--- src/design/mcss_pkg.sv ---
// ============================================================================
// mcss_pkg
// Shared constants, item kind codes and controller/datapath interface types
// for the Markov chain step sampler.
// ============================================================================
package mcss_pkg;

    // Default sizes handed to the top level parameters
    localparam int MAX_STATES_DEF = 16;
    localparam int COUNT_BITS_DEF = 32;

    // Fixed field widths
    localparam int KIND_W  = 2;
    localparam int IDX_W   = 4;
    localparam int PROB_W  = 14;
    localparam int OUT_W   = 32;
    localparam int CFG_W   = 5;

    // State count after reset, and the longest report
    localparam int STATE_COUNT_RST = 16;
    localparam int MAX_RESULTS     = 16;

    // Item kinds
    localparam logic [KIND_W-1:0] KIND_LOAD    = 2'd0;
    localparam logic [KIND_W-1:0] KIND_RESTART = 2'd1;
    localparam logic [KIND_W-1:0] KIND_STEP    = 2'd2;
    localparam logic [KIND_W-1:0] KIND_REPORT  = 2'd3;

    // Controller to datapath
    typedef struct packed {
        logic accept;    // item taken this cycle
        logic load_wr;   // write one transition entry
        logic walk;      // add one column of the current row
        logic rep_rd;    // read a report count
        logic cnt_wr;    // commit a step: count, move, emit
        logic restart;   // clear counts, set state, emit
        logic rep_out;   // emit one report result
    } t_cmd;

    // Datapath to controller
    typedef struct packed {
        logic cur_ok;    // current state lies inside the states in use
        logic walk_done; // column matched or row exhausted
        logic rep_last;  // report index is the final one
    } t_status;

endpackage

--- src/design/mcss_ctrl.sv ---
// ============================================================================
// mcss_ctrl
// Sequencer: decodes the item kind and steps through the row walk, the count
// update and the report loop, issuing commands to the datapath.
// ============================================================================
module mcss_ctrl (
    input  logic                        i_clk,
    input  logic                        i_rst_n,
    input  logic                        start,
    input  logic [mcss_pkg::KIND_W-1:0] i_kind,
    input  mcss_pkg::t_status           i_status,
    output mcss_pkg::t_cmd              o_cmd,
    output logic                        busy
);
    import mcss_pkg::*;

    localparam logic [2:0] S_IDLE    = 3'd0;
    localparam logic [2:0] S_WALK    = 3'd1;
    localparam logic [2:0] S_CNT_RD  = 3'd2;
    localparam logic [2:0] S_CNT_WR  = 3'd3;
    localparam logic [2:0] S_RESTART = 3'd4;
    localparam logic [2:0] S_REP_RD  = 3'd5;
    localparam logic [2:0] S_REP_OUT = 3'd6;

    logic [2:0] r_state;
    logic [2:0] n_state;
    logic       accept;

    assign busy   = (r_state != S_IDLE);
    assign accept = start && !busy;

    always_comb begin
        o_cmd         = '0;
        o_cmd.accept  = accept;
        o_cmd.load_wr = accept && (i_kind == KIND_LOAD);
        o_cmd.walk    = (r_state == S_WALK);
        o_cmd.rep_rd  = (r_state == S_REP_RD);
        o_cmd.cnt_wr  = (r_state == S_CNT_WR);
        o_cmd.restart = (r_state == S_RESTART);
        o_cmd.rep_out = (r_state == S_REP_OUT);
    end

    always_comb begin
        n_state = r_state;
        unique case (r_state)
            S_IDLE: begin
                if (accept) begin
                    unique case (i_kind)
                        KIND_LOAD:    n_state = S_IDLE;
                        KIND_RESTART: n_state = S_RESTART;
                        KIND_STEP:    n_state = i_status.cur_ok ? S_WALK : S_CNT_RD;
                        KIND_REPORT:  n_state = S_REP_RD;
                        default:      n_state = S_IDLE;
                    endcase
                end
            end
            S_WALK: begin
                if (i_status.walk_done) begin
                    n_state = S_CNT_RD;
                end
            end
            S_CNT_RD:  n_state = S_CNT_WR;
            S_CNT_WR:  n_state = S_IDLE;
            S_RESTART: n_state = S_IDLE;
            S_REP_RD:  n_state = S_REP_OUT;
            S_REP_OUT: n_state = i_status.rep_last ? S_IDLE : S_REP_RD;
            default:   n_state = S_IDLE;
        endcase
    end

    always_ff @(posedge i_clk) begin
        if (!i_rst_n) begin
            r_state <= S_IDLE;
        end else begin
            r_state <= n_state;
        end
    end

endmodule

--- config.mk ---
export PLATFORM = sky130hd
export DESIGN_NAME = mcss_ctrl
export DESIGN_NICKNAME = d
export VERILOG_FILES = /design/src/design/mcss_pkg.sv /design/src/design/mcss_ctrl.sv
export SDC_FILE = /design/constraint.sdc
export NUM_CORES = 1
export LEC_CHECK = 0
export BUFFER_PORTS_ARGS = -buffer_cell sky130_fd_sc_hd__buf_2
export CAP_MARGIN = 5
export CORE_AREA = 5 5 42 44
export DETAILED_ROUTE_END_ITERATION = 8
export DIE_AREA = 0 0 47 49
export HOLD_SLACK_MARGIN = 0.05
export SYNTH_ARGS = -nofsm -noshare
export SYNTH_HDL_FRONTEND = slang
export SYNTH_SLANG_ARGS = --single-unit
--- constraint.sdc ---
create_clock -name i_clk -period 1.3 [get_ports i_clk]
set_input_delay 0.065 -clock i_clk [delete_from_list [all_inputs] [get_ports i_clk]]
set_output_delay 0.065 -clock i_clk [all_outputs]
set_load 0.05 [all_outputs]
==> metrics, run 1 <==
outcome=complete, but fails checks; failing checks=negative setup slack; cell area after layout=504 um2; worst-margin pin slew=0.306 ns; routed vias/inst=4.60; Synth area leaders=dfxtp_1 (22%), a211oi_1 (5.6%), a221oi_2 (5.6%); post-synthesis adder-cell area fraction=0%; starting density of the core=19.2%; final total power=0.000517 W; met2 WL=432 um; slowest stage delay, CP=0.33 ns; antenna violations before repair=0; post-place instance area=409 um2; MaxCap Viol Count=0; compound-gate portion of the synthesized area=28.8%; Power Internal=0.000319 W; Final nets=66; share of the synthesized area in the top cell type=22.3%; number of flip-flops in the largest register=3; min cycle time layout=1.34 ns; sequential-to-total area share from yosys stat=22.3%; Port Buffer Count=15; Ys Warns=0; Setup Skew=0.00476 ns; Biggest register=r_state; Antenna Nets Post-Route=0; final wirelength=860 um; final hold violation count=0; syn_area_per_cell=8.15 um2; Critical-path top delay cell=dfxtp_2; Mapped Area=269 um2; Max Fclk=0.744 GHz; Net Switching=0.000197 W; proportion of layout cells with a drive suffix above 1=61.4%; final cell count without fillers=73; DRC Markers=0; number of synthesized flops with an enable pin=0; worst setup margin=-0.0449 ns; main combinational cell family by area after synthesis=simple AND/OR/NAND/NOR gates; Main synth FF type=dfxtp_1; P&R area growth vs syn=87.4%; gpl congestion=0.741; I/O Pins=16; via count=336; deepest clock path buffer count=2; startpoint class of the critical path=register; wl on met1=353 um; hpwl dp=647 um; combinational fraction of design power=45.8%; # rows=14; RSZ-0062 raised after global routing=true; placed insts=67; clk_lat worst skew=0.24 ns; critical path fanouts, max=2; Reg2Reg Depth=5; vias in the first global route=328; Crit. End Element=primary output; FFs w/ async S/R, synth=0%; Req. time, crit path=1.24 ns; Yosys top cell by area=dfxtp_1; worst hold stages=3; Hold Path Class=in2reg; met3 routed wirelength=28 um; CTS buffer count=3; CTS tree=done; Seq pwr share=21.1%; setup TNS=-0.0449 ns; die area=0.00230 mm2; DR top layer=met4; clock share of power=33.1%; Die W=47 um; XOR/XNOR Fraction of Synth Area=0%; first-pass GRT wire length=1.42 mm; CTS root buf=clkbuf_4; WL/cell=11.8 um; Util after Layout=36.0%; critical-path cell list=nor3_4 > and2_4 > nor3b_4 > buf_6; Max Slew Vio Count=0; largest net degree at the start of global routing=10; Detailed Routing Iterations Pass 1=4; Final period util=103%; sw frac=38.2%; simple-gate share of the synthesized area=40.5%; most common cell in the synthesized netlist=inv_1; ANT cells=0; Netlist cell types=22; Syn Nets=41; CTS sink cnt=3; flops & latches, synth=3; number of H-tree levels=1; Core Area=0.00140 mm2; die height=49 um; final setup violation count=1; mux cell area share after synthesis=0%; Mapped Cells=33; DRT iter0 DRCs=4; Post-synth top cells=inv_1 (4), dfxtp_1 (3); Crit Path Class=reg2out; leakage=0.234 nW; Pwr Density=1020 mW/mm2; Reg clk slew, reported paths=0.04 ns; worst path arrival time=1.28 ns; Slew Limit Headroom=79.4%; total track usage=9.07%; GRT overflow=0; largest registers=r_state (3); peak supply drop=0.404 mV
power groups by stage:
stage / clock network (W) / logic [W] / registers, W
after floorplan: 0 / 0.000136 / 0.000115
after global placement: 0 / 0.000196 / 0.000107
after detailed placement: 0 / 0.000195 / 0.000108
after CTS: 0.000175 / 0.000233 / 0.000110
after global routing: 0.000189 / 0.000253 / 0.000110
final: 0.000171 / 0.000237 / 0.000109
worst max-delay path: cells and delay by family (launching register included):
family | cells | cell delay [ns]
simple gates | 3 | 0.53
flops | 1 | 0.33
buf+inv | 1 | 0.18
area by class of cell:
cell class / count / area (um2)
Clock buffer: 4 / 26.3
Fill cell: 157 / 897
Inverter: 4 / 15.0
Multi-Input combinational cell: 25 / 223
Sequential cell: 3 / 66.3
Tap cell: 16 / 20.0
Timing Repair Buffer: 21 / 154
path summary, 6_finish.rpt:
path	start	to	slack [ns]
min	i_rst_n	r_state[2]	0.08
max	r_state[0]	o_cmd[5]	-0.04
min reg2reg	r_state[1]	r_state[0]	0.70
max reg2reg	r_state[0]	r_state[1]	0.07
logic make-up after synthesis:
group           after synthesis
compound gates               10
buf+inv                       5
flops                         3
simple gates                 15
stage by stage:
step	hold slack (ns)	worst slack [ns]
floorplan	0.194	-0.0244
global placement	0.323	0.0461
detailed placement	0.325	0.0251
CTS	0.0726	-0.0497
global route	0.0985	-0.110
finish	0.0753	-0.0449
layer usage:
metal	up-vias	global-route usage (%)
li1	168	-
met1	152	10.3
met2	11	13.1
met3	5	1.11
met4	0	9.68
met5	-	0
placed cells by master (no fill, tap or decap), drive strengths merged:
cell | netlist | routed
nor3b | 3 | 3
inv | 4 | 4
o21ai | 2 | 2
dfxtp | 3 | 3
nand2b | 1 | 1
nor2b | 2 | 2
clkbuf | 0 | 5
or2 | 1 | 1
nor2 | 2 | 2
and2 | 1 | 1
a221oi | 1 | 1
and2b | 1 | 1
nor3 | 1 | 1
a211oi | 2 | 2
nand2 | 1 | 1
and3b | 2 | 2
o221ai | 1 | 1
o21bai | 1 | 1
buf | 1 | 20
o211ai | 2 | 2
a31oi | 1 | 1
what timing repair did:
action / in CTS / in global routing
gates resized for setup: 13 / 5
gates cloned: 0 / 0
pin swaps: 4 / 2
setup endpoints to repair: 5 / 5
hold buffers: 0 / 0
setup buffers: 2 / 0
No activity file was read; power rests on OpenSTA's default activity.
==> run 2: changes to the inputs <==
--- a/config.mk
+++ b/config.mk
@@ -11,6 +11,8 @@
 export DETAILED_ROUTE_END_ITERATION = 8
 export DIE_AREA = 0 0 47 49
 export HOLD_SLACK_MARGIN = 0.05
+export MAX_ROUTING_LAYER = met4
+export RECOVER_POWER = 100
 export SYNTH_ARGS = -nofsm -noshare
 export SYNTH_HDL_FRONTEND = slang
 export SYNTH_SLANG_ARGS = --single-unit
==> metrics, run 2 (synthesized netlist as in run 1, its figures left out) <==
outcome=complete, but fails checks; failing checks=negative setup slack; via count=337; worst path arrival time=1.28 ns; CTS sink cnt=3; Max Slew Vio Count=0; Die W=47 um; final hold violation count=0; slowest stage delay, CP=0.33 ns; hpwl dp=647 um; CTS root buf=clkbuf_4; clk_lat worst skew=0.24 ns; leakage=0.231 nW; Final nets=66; MaxCap Viol Count=0; gpl congestion=0.750; Critical path buffers and inverters=1; setup TNS=-0.0453 ns; startpoint class of the critical path=register; worst setup margin=-0.0453 ns; starting density of the core=19.2%; Detailed Routing Iterations Pass 1=4; Setup Skew=0.00487 ns; placed insts=67; Reg clk slew, reported paths=0.04 ns; final total power=0.000511 W; cell area after layout=494 um2; Slew Limit Headroom=79.4%; Req. time, crit path=1.24 ns; Final period util=103%; ANT cells=0; first-pass GRT wire length=1.42 mm; critical-path cell list=nor3_4 > and2_4 > nor3b_4 > buf_6; most frequent cells in the layout=buf_2 (8), buf_4 (6), inv_1 (4), clkbuf_4 (4), buf_6 (3); Critical-path top delay cell=dfxtp_2; commonest non-fill, non-tap cell in the layout=buf_2; DRC Markers=0; number of H-tree levels=1; critical path fanouts, max=2; largest delay contributor family on the critical path=simple AND/OR/NAND/NOR gates; register area=66.3 um2; P&R area growth vs syn=83.7%; peak supply drop=0.404 mV; Antenna Nets Post-Route=0; antenna violations before repair=0; total track usage=9.30%; CTS tree=done; final setup violation count=1; DRT iter0 DRCs=4; largest net degree at the start of global routing=10; vias in the first global route=328; WL/cell=12.0 um; final wirelength=877 um; Crit Path Class=reg2out; Multi-input gate area=216 um2; post-place instance area=409 um2; proportion of layout cells with a drive suffix above 1=59.6%; cts hold-fix bufs=0; Core Area=0.00140 mm2; number of flip-flops in the largest register=3; Max Fclk=0.743 GHz; Crit. End Element=primary output; die area=0.00230 mm2; GRT overflow=0; final cell count without fillers=73; RSZ-0062 raised after global routing=true; I/O Pins=16; fillcell total=158; min cycle time layout=1.35 ns; # rows=14; Biggest register=r_state; deepest clock path buffer count=2; die height=49 um; Pwr Density=1030 mW/mm2; dpl ws=0.0251 ns; Hold Path Class=in2reg; CTS buffer count=3; routed vias/inst=4.62; worst-margin pin slew=0.305 ns; Port Buffer Count=15; largest registers=r_state (3)
[run 2: changes by cell type in the layout (fill, tap and decap cells not counted), sizes merged]
| cell | change |
|---|---|
| buf | -2 |
| clkbuf | +2 |
[run 2: area by class of cell]
type / instances / area share [%]
inverters: 4 / 3.04
well taps: 16 / 4.05
repair buffers: 21 / 30.4
clock buffers: 4 / 5.32
multi-input cells: 25 / 43.8
flip-flops and latches: 3 / 13.4
[run 2: worst min-delay path, cell delays in order]
cell and delay (ns):
buf_2 0.10, inv_1 0.06, a211oi_1 0.04
[run 2: per-stage QoR]
stage                     utilization (%)  hold slack (ns)
after floorplan                         -            0.194
after CTS                            35.2           0.0726
after global routing                 35.3           0.0985
final                                35.3           0.0757
after detailed placement             29.2            0.325
after global placement               29.2            0.323
[run 2: per-layer routing]
metal	up-vias	part of all wire [%]	global-route usage (%)
met5	-	0	-
met2	11	50	13.1
li1	169	-	-
met4	0	5.1	9.68
met3	5	3.2	1.11
met1	152	42	10.3
[run 2: path summary, 6_finish.rpt]
kind         cells past startpoint          to  startpoint  slack [ns]
min                              3  r_state[2]     i_rst_n        0.08
max                              4    o_cmd[5]  r_state[0]       -0.05
max reg2reg                      5  r_state[1]  r_state[0]        0.08
min reg2reg                      4  r_state[0]  r_state[1]        0.69
[run 2: report_power, final]
part / switching, W / total, W / internal [W]
Sequential: 0.00000870 / 0.000109 / 0.000100
Combinational: 0.000132 / 0.000231 / 0.0000982
Clock: 0.0000558 / 0.000171 / 0.000116
[run 2: what timing repair did]
| item | 4_1_cts | 5_1_grt |
|---|---|---|
| gates cloned | 0 | 0 |
| hold endpoints to repair | 0 | 0 |
| endpoints found under the setup margin | 5 | 5 |
| buffers inserted | 2 | 0 |
| gates resized for setup | 13 | 5 |
| pin swaps | 4 | 2 |
==> run 3: changes to the inputs <==
--- a/config.mk
+++ b/config.mk
@@ -7,9 +7,9 @@
 export LEC_CHECK = 0
 export BUFFER_PORTS_ARGS = -buffer_cell sky130_fd_sc_hd__buf_2
 export CAP_MARGIN = 5
-export CORE_AREA = 5 5 42 44
+export CORE_AREA = 2 2 39 41
 export DETAILED_ROUTE_END_ITERATION = 8
-export DIE_AREA = 0 0 47 49
+export DIE_AREA = 0 0 41 43
 export HOLD_SLACK_MARGIN = 0.05
 export MAX_ROUTING_LAYER = met4
 export RECOVER_POWER = 100
==> metrics, run 3 (synthesized netlist as in run 1, its figures left out) <==
outcome=complete, but fails checks; failing checks=negative setup slack; Req. time, crit path=1.24 ns; first-pass GRT wire length=1.22 mm; Slew Limit Headroom=82.8%; # rows=14; via count=326; ANT cells=0; dpl ws=0.0918 ns; critical path fanouts, max=2; P&R area growth vs syn=78.6%; min cycle time layout=1.33 ns; number of flip-flops in the largest register=3; Hold WS=0.0843 ns; startpoint class of the critical path=register; largest registers=r_state (3); WL/cell=10.6 um; I/O Pins=16; Final nets=65; die area=0.00176 mm2; Multi-input gate area=215 um2; CTS sink cnt=3; final setup violation count=1; Crit. End Element=primary output; Max Slew Vio Count=0; worst path arrival time=1.26 ns; most frequent cells in the layout=buf_2 (9), buf_4 (7), clkbuf_4 (5); final wirelength=763 um; hpwl dp=550 um; Pwr Density=1010 mW/mm2; total track usage=10.6%; commonest non-fill, non-tap cell in the layout=buf_2; clk_lat worst skew=0.23 ns; DRC Markers=0; Hold Path Class=in2reg; Die W=41 um; Core Area=0.00138 mm2; starting density of the core=19.4%; CTS root buf=clkbuf_4; CTS tree=done; CTS buffer count=3; Reg clk slew, reported paths=0.04 ns; Max Fclk=0.754 GHz; proportion of layout cells with a drive suffix above 1=60.7%; Detailed Routing Iterations Pass 1=2; Antenna Nets Post-Route=0; Final period util=102%; DRT iter0 DRCs=1; number of H-tree levels=1; leakage=0.226 nW; GRT overflow=0; worst setup margin=-0.0254 ns; die height=43 um; setup slack, reg-to-reg=0.13 ns; register area=68.8 um2; RSZ-0062 raised after global routing=true; Biggest register=r_state; final hold violation count=0; antenna violations before repair=0; worst-margin pin slew=0.255 ns; gpl congestion=0.753; vias in the first global route=316; MaxCap Viol Count=0; largest net degree at the start of global routing=11; peak supply drop=0.267 mV; cts hold-fix bufs=0; fillcell total=145; routed vias/inst=4.53; Setup Skew=0.0000733 ns; Crit Path Class=reg2out; deepest clock path buffer count=2; Port Buffer Count=15
==> run 3: layer usage <==
layer	up-vias	share of wire, %	routed length [um]	GRT usage, %
li1	166	-	-	-
met1	151	42	317	13.2
met2	7	53	401	14.7
met3	2	4.2	32	1.57
met4	0	1.4	11	8.00
met5	-	0	0	-
==> run 3: through the flow <==
| step | std cells | cell area [um2] | util [%] | power (W) | setup TNS, ns |
|---|---|---|---|---|---|
| finish | 72 | 480 | 34.7 | 0.000486 | -0.0254 |
| global route | 72 | 480 | 34.7 | 0.000521 | -0.0820 |
| global placement | 64 | 387 | 27.9 | 0.000296 | 0 |
| detailed placement | 64 | 387 | 27.9 | 0.000297 | 0 |
| floorplan | 33 | 292 | - | 0.000252 | -0.0382 |
| CTS | 72 | 460 | 33.3 | 0.000478 | -0.0501 |
==> run 3: repair_timing <==
action                                  in CTS  in global routing
resized for setup                            7                  7
pin swaps                                    2                  2
setup buffers                                4                  0
endpoints found under the setup margin       5                  3
==> run 3: path summary, 6_finish.rpt <==
check             start    endpoint  cells after the start
max          r_state[2]    o_cmd[5]                      4
min reg2reg  r_state[0]  r_state[1]                      2
min             i_rst_n  r_state[1]                      3
max reg2reg  r_state[1]  r_state[2]                      4
==> run 3: final cells by class <==
class	instances	share of cell area, %
Sequential cell	3	14.3
Tap cell	16	4.17
Inverter	4	3.12
Timing Repair Buffer	20	28.1
Clock buffer	4	5.47
Multi-Input combinational cell	25	44.8
==> run 3: where the power goes <==
part           internal (W)  switching (W)
Combinational     0.0000899       0.000123
Clock              0.000115      0.0000458
Sequential        0.0000995      0.0000134
==> run 3: worst max-delay path: stages, from the launching register on <==
cell and delay [ns]:
dfxtp_4 0.35, nor3_4 0.18, and2_4 0.16, nor3b_4 0.17, buf_6 0.18
